### config.mk
export PLATFORM = sky130hd
export DESIGN_NAME = line_aware_byte_fifo_unit
export DESIGN_NICKNAME = d
export VERILOG_FILES = /design/src/rtl/core/lbf_pkg.sv /design/src/rtl/core/lbf_ctrl.sv /design/src/rtl/core/lbf_datapath.sv /design/src/rtl/core/line_aware_byte_fifo_unit.sv
export SDC_FILE = /design/constraint.sdc
export NUM_CORES = 1
export LEC_CHECK = 0
export BUFFER_PORTS_ARGS = -buffer_cell sky130_fd_sc_hd__buf_2
export CORE_UTILIZATION = 40
export DETAILED_ROUTE_END_ITERATION = 8
export PLACE_DENSITY = 0.56
export SKIP_CTS_REPAIR_TIMING = 1
export SLEW_MARGIN = 30
export SYNTH_ARGS = -nofsm -noshare
export SYNTH_HDL_FRONTEND = slang
export SYNTH_SLANG_ARGS = --single-unit
### constraint.sdc
create_clock -name clk -period 6.15 [get_ports clk]
set_clock_uncertainty 0.2 [all_clocks]
set_input_delay 0.9225 -clock clk [delete_from_list [all_inputs] [get_ports clk]]
set_output_delay 0.9225 -clock clk [all_outputs]
set_load 0.005 [all_outputs]
### src/rtl/core/lbf_pkg.sv
// ----------------------------------------------------------------------------
// lbf_pkg
// Shared types and constants for the line-aware byte fifo: request and status
// codes, controller states and the command/status bundles between the
// controller and the datapath.
// ----------------------------------------------------------------------------
package lbf_pkg;

  // default storage depth and fixed field widths
  localparam int DEPTH_DEF = 64;
  localparam int REQ_W     = 2;
  localparam int BYTE_W    = 8;
  localparam int STS_W     = 2;
  localparam int LVL_W     = 7;
  localparam int CFG_W     = 7;

  // reset value of the capacity register
  localparam logic [CFG_W-1:0] CAP_RESET = 7'd64;

  // the byte that closes a line
  localparam logic [BYTE_W-1:0] NEWLINE = 8'h0A;

  // request codes
  typedef enum logic [REQ_W-1:0] {
    REQ_PUSH = 2'd0,
    REQ_POP  = 2'd1,
    REQ_PEEK = 2'd2,
    REQ_LINE = 2'd3
  } req_t;

  // result status codes
  typedef enum logic [STS_W-1:0] {
    ST_OK      = 2'd0,
    ST_EMPTY   = 2'd1,
    ST_FULL    = 2'd2,
    ST_NO_LINE = 2'd3
  } status_t;

  // controller states
  typedef enum logic [1:0] {
    CTL_IDLE,
    CTL_EXEC,
    CTL_APPEND
  } ctl_state_t;

  // controller to datapath
  typedef struct packed {
    logic latch;   // capture the incoming request
    logic step;    // produce one result beat and update the fifo
    logic append;  // this step pushes the appended newline
  } ctl_cmd_t;

  // datapath to controller
  typedef struct packed {
    logic out_free;     // output register can take a beat this cycle
    logic step_last;    // the beat being produced closes the request
    logic append_next;  // a newline push follows this beat
  } ctl_sts_t;

endpackage

### src/rtl/core/lbf_ctrl.sv
// ----------------------------------------------------------------------------
// lbf_ctrl
// Request sequencer: takes one request, then steps the datapath once per
// result beat until the closing beat has been loaded into the output register.
// ----------------------------------------------------------------------------
module lbf_ctrl (
  input  logic              clk,
  input  logic              rst_n,
  input  logic              in_valid,
  output logic              in_stall,
  input  lbf_pkg::ctl_sts_t sts,
  output lbf_pkg::ctl_cmd_t cmd
);

  lbf_pkg::ctl_state_t state_r, state_nxt;

  // state register
  always_ff @(posedge clk) begin
    if (!rst_n) begin
      state_r <= lbf_pkg::CTL_IDLE;
    end else begin
      state_r <= state_nxt;
    end
  end

  // next state
  always_comb begin
    state_nxt = state_r;
    unique case (state_r)
      lbf_pkg::CTL_IDLE: begin
        if (in_valid) begin
          state_nxt = lbf_pkg::CTL_EXEC;
        end
      end
      lbf_pkg::CTL_EXEC: begin
        if (sts.out_free) begin
          priority if (sts.step_last) begin
            state_nxt = lbf_pkg::CTL_IDLE;
          end else if (sts.append_next) begin
            state_nxt = lbf_pkg::CTL_APPEND;
          end else begin
            state_nxt = lbf_pkg::CTL_EXEC;
          end
        end
      end
      lbf_pkg::CTL_APPEND: begin
        if (sts.out_free) begin
          state_nxt = lbf_pkg::CTL_IDLE;
        end
      end
      default: state_nxt = lbf_pkg::CTL_IDLE;
    endcase
  end

  // outputs
  always_comb begin
    in_stall   = 1'b1;
    cmd.latch  = 1'b0;
    cmd.step   = 1'b0;
    cmd.append = 1'b0;
    unique case (state_r)
      lbf_pkg::CTL_IDLE: begin
        in_stall  = 1'b0;
        cmd.latch = in_valid;
      end
      lbf_pkg::CTL_EXEC: begin
        cmd.step = sts.out_free;
      end
      lbf_pkg::CTL_APPEND: begin
        cmd.step   = sts.out_free;
        cmd.append = 1'b1;
      end
      default: begin
        in_stall = 1'b1;
      end
    endcase
  end

endmodule

### src/rtl/core/lbf_datapath.sv
// ----------------------------------------------------------------------------
// lbf_datapath
// Byte store with pointers, fill and newline counts, the capacity register,
// the request holding register and the result output register.
// ----------------------------------------------------------------------------
module lbf_datapath #(
  parameter int DEPTH = lbf_pkg::DEPTH_DEF
) (
  input  logic                        clk,
  input  logic                        rst_n,
  // request payload
  input  logic [lbf_pkg::REQ_W-1:0]   in_req_type,
  input  logic [lbf_pkg::BYTE_W-1:0]  in_data_in,
  input  logic                        in_end_of_string,
  // capacity register write
  input  logic                        cfg_write_en,
  input  logic [lbf_pkg::CFG_W-1:0]   cfg_capacity_in_use,
  // controller link
  input  lbf_pkg::ctl_cmd_t           cmd,
  output lbf_pkg::ctl_sts_t           sts,
  // result channel
  output logic                        out_valid,
  input  logic                        out_stall,
  output logic [lbf_pkg::STS_W-1:0]   out_status,
  output logic [lbf_pkg::BYTE_W-1:0]  out_data_out,
  output logic                        out_last,
  output logic [lbf_pkg::LVL_W-1:0]   out_fill_level,
  output logic [lbf_pkg::LVL_W-1:0]   out_lines_stored
);

  localparam int PTR_W = $clog2(DEPTH);
  localparam int CNT_W = $clog2(DEPTH + 1);

  // byte store and registered read port
  logic [lbf_pkg::BYTE_W-1:0] mem [DEPTH];
  logic [lbf_pkg::BYTE_W-1:0] rdata_r;

  // fifo control state
  logic [PTR_W-1:0]          rd_ptr_r, rd_ptr_nxt;
  logic [PTR_W-1:0]          wr_ptr_r, wr_ptr_nxt;
  logic [CNT_W-1:0]          cnt_r, cnt_nxt;
  logic [CNT_W-1:0]          nl_r, nl_nxt;
  logic [lbf_pkg::CFG_W-1:0] cap_r;

  // held request
  lbf_pkg::req_t              req_r;
  logic [lbf_pkg::BYTE_W-1:0] data_r;
  logic                       eos_r;

  // output register
  logic                        out_valid_r;
  lbf_pkg::status_t            out_status_r;
  logic [lbf_pkg::BYTE_W-1:0]  out_data_r;
  logic                        out_last_r;
  logic [CNT_W-1:0]            out_fill_r;
  logic [CNT_W-1:0]            out_lines_r;

  // step results
  logic                       rd_adv, wr_adv, cnt_inc, cnt_dec, nl_inc, nl_dec;
  lbf_pkg::status_t           res_status;
  logic [lbf_pkg::BYTE_W-1:0] res_data;
  logic                       res_last;
  logic [lbf_pkg::BYTE_W-1:0] push_byte;
  logic [CNT_W-1:0]           cap_eff;
  logic                       is_empty, is_full, head_nl, mem_we;

  // effective capacity: zero acts as one, anything above the depth as the depth
  always_comb begin
    priority if (cap_r == '0) begin
      cap_eff = CNT_W'(1);
    end else if (cap_r > lbf_pkg::CFG_W'(DEPTH)) begin
      cap_eff = CNT_W'(DEPTH);
    end else begin
      cap_eff = CNT_W'(cap_r);
    end
  end

  function automatic logic [PTR_W-1:0] advance(input logic [PTR_W-1:0] p,
                                               input logic [CNT_W-1:0] cap);
    logic [CNT_W-1:0] inc;
    inc = CNT_W'(p) + CNT_W'(1);
    return (inc >= cap) ? '0 : PTR_W'(inc);
  endfunction

  assign is_empty  = (cnt_r == '0);
  assign is_full   = (cnt_r >= cap_eff);
  assign head_nl   = (rdata_r == lbf_pkg::NEWLINE);
  assign push_byte = cmd.append ? lbf_pkg::NEWLINE : data_r;

  // one result beat of the held request
  always_comb begin
    rd_adv     = 1'b0;
    wr_adv     = 1'b0;
    cnt_inc    = 1'b0;
    cnt_dec    = 1'b0;
    nl_inc     = 1'b0;
    nl_dec     = 1'b0;
    res_status = lbf_pkg::ST_OK;
    res_data   = '0;
    res_last   = 1'b1;
    unique case (req_r)
      lbf_pkg::REQ_PUSH: begin
        res_last = cmd.append || !(eos_r && (data_r != lbf_pkg::NEWLINE));
        if (is_full) begin
          res_status = lbf_pkg::ST_FULL;
        end else begin
          wr_adv  = 1'b1;
          cnt_inc = 1'b1;
          nl_inc  = (push_byte == lbf_pkg::NEWLINE);
        end
      end
      lbf_pkg::REQ_POP, lbf_pkg::REQ_PEEK: begin
        if (is_empty) begin
          res_status = lbf_pkg::ST_EMPTY;
        end else begin
          res_data = rdata_r;
          if (req_r == lbf_pkg::REQ_POP) begin
            rd_adv  = 1'b1;
            cnt_dec = 1'b1;
            nl_dec  = head_nl && (nl_r != '0);
          end
        end
      end
      lbf_pkg::REQ_LINE: begin
        priority if (is_empty) begin
          res_status = lbf_pkg::ST_EMPTY;
        end else if (nl_r == '0) begin
          res_status = lbf_pkg::ST_NO_LINE;
        end else begin
          res_data = rdata_r;
          rd_adv   = 1'b1;
          cnt_dec  = 1'b1;
          nl_dec   = head_nl;
          res_last = head_nl || (cnt_r == CNT_W'(1));
        end
      end
      default: res_status = lbf_pkg::ST_OK;
    endcase
  end

  assign mem_we = cmd.step && wr_adv;

  // next pointers and counts; a capacity write starts the fifo afresh
  always_comb begin
    rd_ptr_nxt = rd_ptr_r;
    wr_ptr_nxt = wr_ptr_r;
    cnt_nxt    = cnt_r;
    nl_nxt     = nl_r;
    if (cfg_write_en) begin
      rd_ptr_nxt = '0;
      wr_ptr_nxt = '0;
      cnt_nxt    = '0;
      nl_nxt     = '0;
    end else if (cmd.step) begin
      if (rd_adv) rd_ptr_nxt = advance(rd_ptr_r, cap_eff);
      if (wr_adv) wr_ptr_nxt = advance(wr_ptr_r, cap_eff);
      if (cnt_inc) cnt_nxt = cnt_r + CNT_W'(1);
      if (cnt_dec) cnt_nxt = cnt_r - CNT_W'(1);
      if (nl_inc) nl_nxt = nl_r + CNT_W'(1);
      if (nl_dec) nl_nxt = nl_r - CNT_W'(1);
    end
  end

  // control registers
  always_ff @(posedge clk) begin
    if (!rst_n) begin
      rd_ptr_r <= '0;
      wr_ptr_r <= '0;
      cnt_r    <= '0;
      nl_r     <= '0;
      cap_r    <= lbf_pkg::CAP_RESET;
    end else begin
      rd_ptr_r <= rd_ptr_nxt;
      wr_ptr_r <= wr_ptr_nxt;
      cnt_r    <= cnt_nxt;
      nl_r     <= nl_nxt;
      if (cfg_write_en) begin
        cap_r <= cfg_capacity_in_use;
      end
    end
  end

  // byte store; the read port follows the next head, with write-through
  always_ff @(posedge clk) begin
    if (mem_we) begin
      mem[wr_ptr_r] <= push_byte;
    end
    if (mem_we && (wr_ptr_r == rd_ptr_nxt)) begin
      rdata_r <= push_byte;
    end else begin
      rdata_r <= mem[rd_ptr_nxt];
    end
  end

  // request holding register
  always_ff @(posedge clk) begin
    if (cmd.latch) begin
      req_r  <= lbf_pkg::req_t'(in_req_type);
      data_r <= in_data_in;
      eos_r  <= in_end_of_string;
    end
  end

  // output register valid
  always_ff @(posedge clk) begin
    if (!rst_n) begin
      out_valid_r <= 1'b0;
    end else if (cmd.step) begin
      out_valid_r <= 1'b1;
    end else if (!out_stall) begin
      out_valid_r <= 1'b0;
    end
  end

  // output register payload
  always_ff @(posedge clk) begin
    if (cmd.step) begin
      out_status_r <= res_status;
      out_data_r   <= res_data;
      out_last_r   <= res_last;
      out_fill_r   <= cnt_nxt;
      out_lines_r  <= nl_nxt;
    end
  end

  // status to the controller
  assign sts.out_free    = !out_valid_r || !out_stall;
  assign sts.step_last   = res_last;
  assign sts.append_next = (req_r == lbf_pkg::REQ_PUSH) && !cmd.append && !res_last;

  assign out_valid        = out_valid_r;
  assign out_status       = out_status_r;
  assign out_data_out     = out_data_r;
  assign out_last         = out_last_r;
  assign out_fill_level   = lbf_pkg::LVL_W'(out_fill_r);
  assign out_lines_stored = lbf_pkg::LVL_W'(out_lines_r);

endmodule

### src/rtl/core/line_aware_byte_fifo_unit.sv
// ----------------------------------------------------------------------------
// line_aware_byte_fifo_unit
// Circular byte fifo with programmable capacity, single-byte push, pop and
// peek, end-of-string newline append and whole-line readout.
// ----------------------------------------------------------------------------
//
//   channel | direction | handshake         | payload
//   --------+-----------+-------------------+--------------------------------
//   in_     | input     | in_valid/in_stall | req_type, data_in, end_of_string
//   out_    | output    | out_valid/stall   | status, data_out, last,
//           |           |                   | fill_level, lines_stored
//   cfg_    | input     | cfg_write_en      | capacity_in_use
//
// A request is taken while the sequencer is idle; it then steps once per result
// beat into the output register: one beat for pop, peek, an empty or no-line
// answer and a plain push, two for an end-of-string push of a byte other than a
// newline and n for a line of n bytes. The final beat may wait in the output
// register while the next request is taken. Output stall holds the sequencer;
// no beat is lost. Reset empties the fifo and sets the capacity to 64; a
// capacity write empties it as well.
//
module line_aware_byte_fifo_unit #(
  parameter int DEPTH = lbf_pkg::DEPTH_DEF
) (
  input  logic                        clk,
  input  logic                        rst_n,
  input  logic                        in_valid,
  output logic                        in_stall,
  input  logic [lbf_pkg::REQ_W-1:0]   in_req_type,
  input  logic [lbf_pkg::BYTE_W-1:0]  in_data_in,
  input  logic                        in_end_of_string,
  output logic                        out_valid,
  input  logic                        out_stall,
  output logic [lbf_pkg::STS_W-1:0]   out_status,
  output logic [lbf_pkg::BYTE_W-1:0]  out_data_out,
  output logic                        out_last,
  output logic [lbf_pkg::LVL_W-1:0]   out_fill_level,
  output logic [lbf_pkg::LVL_W-1:0]   out_lines_stored,
  input  logic                        cfg_write_en,
  input  logic [lbf_pkg::CFG_W-1:0]   cfg_capacity_in_use
);

  lbf_pkg::ctl_cmd_t cmd;
  lbf_pkg::ctl_sts_t sts;

  // request sequencer
  lbf_ctrl u_ctrl (
    .clk      (clk),
    .rst_n    (rst_n),
    .in_valid (in_valid),
    .in_stall (in_stall),
    .sts      (sts),
    .cmd      (cmd)
  );

  // store, counters and output register
  lbf_datapath #(
    .DEPTH (DEPTH)
  ) u_dp (
    .clk                 (clk),
    .rst_n               (rst_n),
    .in_req_type         (in_req_type),
    .in_data_in          (in_data_in),
    .in_end_of_string    (in_end_of_string),
    .cfg_write_en        (cfg_write_en),
    .cfg_capacity_in_use (cfg_capacity_in_use),
    .cmd                 (cmd),
    .sts                 (sts),
    .out_valid           (out_valid),
    .out_stall           (out_stall),
    .out_status          (out_status),
    .out_data_out        (out_data_out),
    .out_last            (out_last),
    .out_fill_level      (out_fill_level),
    .out_lines_stored    (out_lines_stored)
  );

  // fill level never exceeds the storage depth
  a_fill_bound: assert property (@(posedge clk) disable iff (!rst_n)
    out_valid |-> (out_fill_level <= lbf_pkg::LVL_W'(DEPTH)))
    else $error("fill level beyond depth");

  // stored newlines are a subset of the stored bytes
  a_lines_bound: assert property (@(posedge clk) disable iff (!rst_n)
    out_valid |-> (out_lines_stored <= out_fill_level))
    else $error("newline count above fill level");

  // one request at a time: an accepted request holds off the next
  a_one_req: assert property (@(posedge clk) disable iff (!rst_n)
    (in_valid && !in_stall) |=> in_stall)
    else $error("request accepted while another is in flight");

  // an empty or no-line answer always closes its request
  a_err_last: assert property (@(posedge clk) disable iff (!rst_n)
    (out_valid && (out_status == lbf_pkg::ST_EMPTY || out_status == lbf_pkg::ST_NO_LINE))
      |-> out_last)
    else $error("error beat not marked last");

endmodule

---- Yosys cells after proc, flatten, opt, wreduce, memory -nomap -nowiden ----
Memories as Yosys holds them, arrays and structs flattened. A register that Yosys moved wholly into a read port is not among the register bits.
Cells that the tools add are included.
word-level totals
  flip-flop bits (word level) ............. 72
  bits in writable memories ............... 512
  bits of input ports ..................... 23
  output and inout bits ................... 27
  logic and storage cells ................. 120
  memories kept ........................... 1
memory list
  memory    words  bits a word  rd ports  clocked after Yosys merged registers in  write ports  RTL line            RTL
  u_dp.mem  64     8            1         1                                        1            lbf_datapath.sv:35  logic [lbf_pkg::BYTE_W-1:0] mem [DEPTH];
operators by class
  add/subtract/negate cells ............... 6
  order comparisons ....................... 4
  equal/unequal tests ..................... 13
  mux-type cells .......................... 56
  bitwise operators ....................... 1
  reduce and logical (&&, ||, !) cells .... 24
operators by type and width
  kind                 count
  $mux 7               10
  $mux 8               4
  $mux 6               5
  $mux 1               23
  $ge 7x7->1           3
  $logic_not 7->1      3
  $eq 8x4->1 const B   2
  $mux 2               8
  $pmux 8 s2           1
  $add 6x1->7 const B  2
  $add 7x1->7 const B  2
  $sub 7x1->7 const B  2
  $pmux 2 s3           2
  $ne 8x4->1 const B   1
  $eq 7x1->1 const B   1
  $gt 7x7->1 const B   1
  $reduce_bool 7->1    1
  $eq 2x2->1 const B   3
  $ne 2x2->1 const B   3
  $pmux 1 s2           3
  $reduce_or 2->1      3
  $logic_and 1x1->1    5
  $logic_not 1->1      5
  $eq 2x1->1 const B   2
  other kinds (6)      9

---- Depth between registers and ports, before layout ----
  depth in word-level cells ............... 11
  depth in mapped cells ................... 14
  gate-level depth less buffers ........... 13

---- Hierarchy ----
Synthesis repeated with hierarchy kept, for this count alone.
unflattened totals
  cells, all modules ...................... 1372
  area total of the unflattened synthesis .. 24294.6 um2
by module, submodules not included
  module        instances  cells each  area each (um2)  seq. area each (um2)
  lbf_datapath  1          1349        24090.6          17256.6
  lbf_ctrl      1          23          203.9            40.0

---- Least setup slack after synthesis ----
No wires, ideal clock.
  path type ............................... reg-to-reg
  from .................................... register u_dp.cap_r[1] (netlist bit)
  to ...................................... memory u_dp.mem[11][0] (netlist bit), enable pin
  setup time .............................. 0.370 ns
  arrival time ............................ 3.134 ns
  required time ........................... 5.580 ns
  setup slack ............................. 2.446 ns
  stages on the path, launching flop included .. 14
  buffers on the path ..................... 1
  period minus slack after synthesis ...... 3.704 ns
  path through ............................ dfxtp_1 -> nor3_1 -> a21oi_1 -> nor2_1 -> ha_1 -> nand2b_1 -> a21o_1 -> a21o_1 -> a21o_1 -> a211o_1 -> a21oi_1 -> clkbuf_1 -> nand4b_1 -> nor2_1
on the way
  word-level cells in the longest chain between the ends .. 9
  elaborated cells between the ends (all ways) .. 10
  those cells by class .................... order compare (2); mux (6); reduce/logical (2)
ends and longest elaborated chain
  item                              RTL line             RTL
  start: declaration                lbf_datapath.sv:43   logic [lbf_pkg::CFG_W-1:0] cap_r;
  start signal: assignment          lbf_datapath.sv:171  cap_r <= lbf_pkg::CAP_RESET;
  start signal: assignment          lbf_datapath.sv:178  cap_r <= cfg_capacity_in_use;
  $gt 7x7->1                        lbf_datapath.sv:71   end else if (cap_r > lbf_pkg::CFG_W'(DEPTH)) begin
  $mux 7                            lbf_datapath.sv:71
  $mux 7 (*)                        lbf_datapath.sv:69   priority if (cap_r == '0) begin
  $ge 7x7->1 (*)                    lbf_datapath.sv:86   assign is_full = (cnt_r >= cap_eff);
  $mux 1 (*)                        lbf_datapath.sv:104  if (is_full) begin
  $mux 1 (*)                        lbf_datapath.sv:101  unique case (req_r)
  $logic_and 1x1->1 (*)             lbf_datapath.sv:141  assign mem_we = cmd.step && wr_adv;
  $mux 1 (*)                        lbf_datapath.sv:185  if (mem_we) begin
  $mux 1 (not written as such) (*)  lbf_datapath.sv:186  mem[wr_ptr_r] <= push_byte;
  end: declaration                  lbf_datapath.sv:35
Mark *: on every way between the ends. The rest lies on a longest branch, timed or not.

---- Worst setup path in the final report ----
  from .................................... register u_dp.cap_r[1] (netlist bit)
  to ...................................... memory u_dp.mem[1][2] (netlist bit), enable pin
Same word-level chain as after synthesis.

==> summary.txt <==
Mux cell area share after synthesis -> 13.02%
DR vias -> 13130
Top_reg_cell synth -> edfxtp_1
Yosys reg bits -> 590
Number of global-route vias before repair -> 13260
Die Ht -> 248.7 um
Total Power -> 8.497 mW
Worst-Margin Slew -> 0.9907 ns
Complex-gate fraction of the synthesized area -> 4.748%
Worst setup EP type -> flip-flop
Final setup fails -> 0
YS warnings -> 0
# nets final -> 1555
Avg Cell Area, Syn -> 17.06 sq um
Power share of the sequential group -> 53.0%
First drt pass iteration count -> 7
Place WS -> 0.8957 ns
Combinational cell fraction of total power -> 3.6%
Largest net degree at the start of global routing -> 65
Max_slew headroom -> 33.60%
Hold Path Depth -> 1
Core area -> 60250 sq um
Routed WL -> 59580 um
CTS tree -> built
Synth area leader -> edfxtp_1
Worst-Skew Late Latency -> 0.62 ns
DR iter-0 viols -> 1121
Yosys top cell area share -> 67.59%
H-tree depth -> 2
Largest cells by area after synthesis -> edfxtp_1 (68%), mux4_2 (10%), dfxtp_1 (3.5%), mux2i_1 (2.0%), nor2_1 (2.0%)
Routed vias/inst -> 5.633
Arrival @ worst endpoint -> 5.33 ns
Residual DRC count -> 0
Area delta synth->final -> 12.60%
Status -> complete, no violations
Switching power -> 1.790 mW
CP Max Fanout -> 12
Pleak -> 8.719 nW
Worst VDD drop -> 0.2082 mV
Internal power -> 6.707 mW
Unrepaired setup endpoints after global routing -> no
Sequential fraction of the synthesis area -> 71.04%
Clock sinks -> 590
Layout cells sized above 1 -> 20.35%
CP Class -> reg -> reg
Ant. Diodes -> 0
Slew Viols, Final -> 0
Unique masters post-synth -> 71
Total die area -> 61860 sq um
DP Area -> 25420 sq um
Post-Syn Area -> 24350 sq um
Num CTS Buffers -> 60
Final period utilization -> 85.67%
Post-synthesis cell count -> 1427
Post-synth ARST share -> 0%
Count of final hold-check violations -> 0
Overflow after GRT -> 0
Clock power frac -> 43.5%
Setup crit start kind -> flip-flop
R2r setup slk -> 0.88 ns
Largest family of logic cells by synthesized area -> multiplexers
Cell area after layout -> 27420 sq um
Cell Pwr Density -> 310.0 nW/um^2
Post-DP HPWL -> 37010 um
DR WL/cell -> 25.57 um
Port bufs -> 49
Root buffer cell -> clkbuf_16
Final Wtd Congestion -> 0.8608
Worst EP required -> 6.21 ns
Adder-Cell Fraction of Synth Area -> 1.747%
Initial antenna violation count -> 0
Placement row count -> 90
Post-Synth Simple-Gate Area -> 6.897%
Die Wd -> 248.7 um
Worst Slack Setup Final -> 0.8814 ns
Initial Util -> 40.41%
Crit path time final -> 5.269 ns
Clock Path Buffers -> 3
Synth Net Count -> 1484
Switch share -> 21.07%
Max Freq -> 189.8 MHz
R2R cell count -> 12
Routed Antenna Nets -> 0
Setup TNS -> 0 ns
MaxCap Viol Count -> 0
Post-Synth XOR/XNOR Area -> 0.3957%
Hold crit path type -> in -> reg
First-pass GRT wire length -> 88700 um
Post-synth EDFFs -> 548
All-Layer GR Usage -> 19.38%
# IOs -> 50
Reg clk slew, reported paths -> 0.06 ns
==> cell type report <==
class	count	area, sq um
multi-input cells	748	6581
repair buffers	76	473.0
fillers	5143	32830
well taps	782	978.4
clock buffers	76	1613
clock inverters	36	381.6
inverters	22	82.58
flip-flops and latches	590	17310
==> path summary, 6_finish.rpt <==
path                                   from                             end
max reg2reg      u_dp.cap_r[1]$_SDFFE_PN0P_        u_dp.mem[1][2]$_DFFE_PP_
min                          in_req_type[1]         u_dp.req_r[1]$_DFFE_PP_
max              u_dp.cap_r[1]$_SDFFE_PN0P_        u_dp.mem[1][2]$_DFFE_PP_
min reg2reg  u_ctrl.state_r[1]$_SDFFE_PN0P_  u_ctrl.state_r[1]$_SDFFE_PN0P_
==> metrics by stage <==
stage                     utilization (%)  cells  hold WS (ns)
after floorplan                         -   1427        0.2630
after global placement              42.19   2218        0.2792
after detailed placement            42.20   2218        0.2830
after CTS                           45.51   2330        0.2267
after global routing                45.51   2330        0.2458
final                               45.51   2330        0.2705
==> per-layer routing <==
layer / vias up / track usage [%] / part of all wire (%)
met5: - / 0 / 0
met4: 0 / 5.839 / 2.4
met1: 6789 / 28.33 / 45
met3: 86 / 3.271 / 6.9
met2: 456 / 29.72 / 46
li1: 5795 / - / -
==> state kept, by name, indices dropped and copies added (netlist names), 7 cells and up, named ones only <==
signal / flops
u_dp.out_data_out: 8
u_dp.data_r: 8
u_dp.out_lines_stored: 7
u_dp.mem: 512
u_dp.cap_r: 7
u_dp.out_fill_level: 7
u_dp.cnt_r: 7
u_dp.nl_r: 7
==> power by group through the flow <==
stage / Combinational, mW / Sequential [mW] / Clock, mW
2_1_floorplan: 0.144 / 4.59 / 0
3_3_place_gp: 0.306 / 4.59 / 0
3_5_place_dp: 0.310 / 4.59 / 0
4_1_cts: 0.310 / 4.50 / 3.77
5_1_grt: 0.332 / 4.50 / 3.90
6_report: 0.303 / 4.50 / 3.69
==> cells in the mapped netlist, drive strengths merged, types with 21 or more instances <==
master / count
mux4: 110
edfxtp: 548
clkbuf: 26
mux2i: 49
dfxtp: 42
buf: 41
nor2: 128
nand3: 22
inv: 21
ha: 34
a21oi: 41
nand2: 97
nor2b: 26
==> logic make-up (layout without fill, tap and decap cells) <==
group                      after synthesis  in the layout
adders and majority gates               34             34
DFF                                    590            590
muxes                                  177            177
xor gates and xnor gates                11             11
AOI/OAI and AO/OA                      167            167
and+or+nand+nor                        359            359
buffers and inverters                   89            210
==> worst max-delay path: stages, from the launching register on <==
cell and delay [ns]:
dfxtp_1 0.33, nor3_1 0.18, a21oi_1 0.10, nor2_1 0.21
ha_1 0.27, nand2b_1 0.14, a21o_1 0.17, a21o_1 0.17
a21o_1 0.19, a211o_1 0.36, a21oi_1 0.69, nand3_1 0.94
nor2_1 0.94
==> cell usage in the layout (no fill, tap or decap), types with 17 or more instances in the layout <==
cell type | Yosys | routed
buf_2 | 13 | 49
nor3_1 | 17 | 17
nand3_1 | 22 | 22
nor2_1 | 127 | 126
a21oi_1 | 41 | 41
ha_1 | 34 | 34
nand2_1 | 97 | 97
edfxtp_1 | 548 | 548
dfxtp_1 | 42 | 39
clkbuf_16 | 0 | 61
nor2b_1 | 26 | 20
buf_4 | 7 | 25
mux2i_1 | 49 | 49
mux4_2 | 110 | 110
nand2b_1 | 17 | 17
inv_1 | 21 | 21
Power figures use the tool's default switching activity.
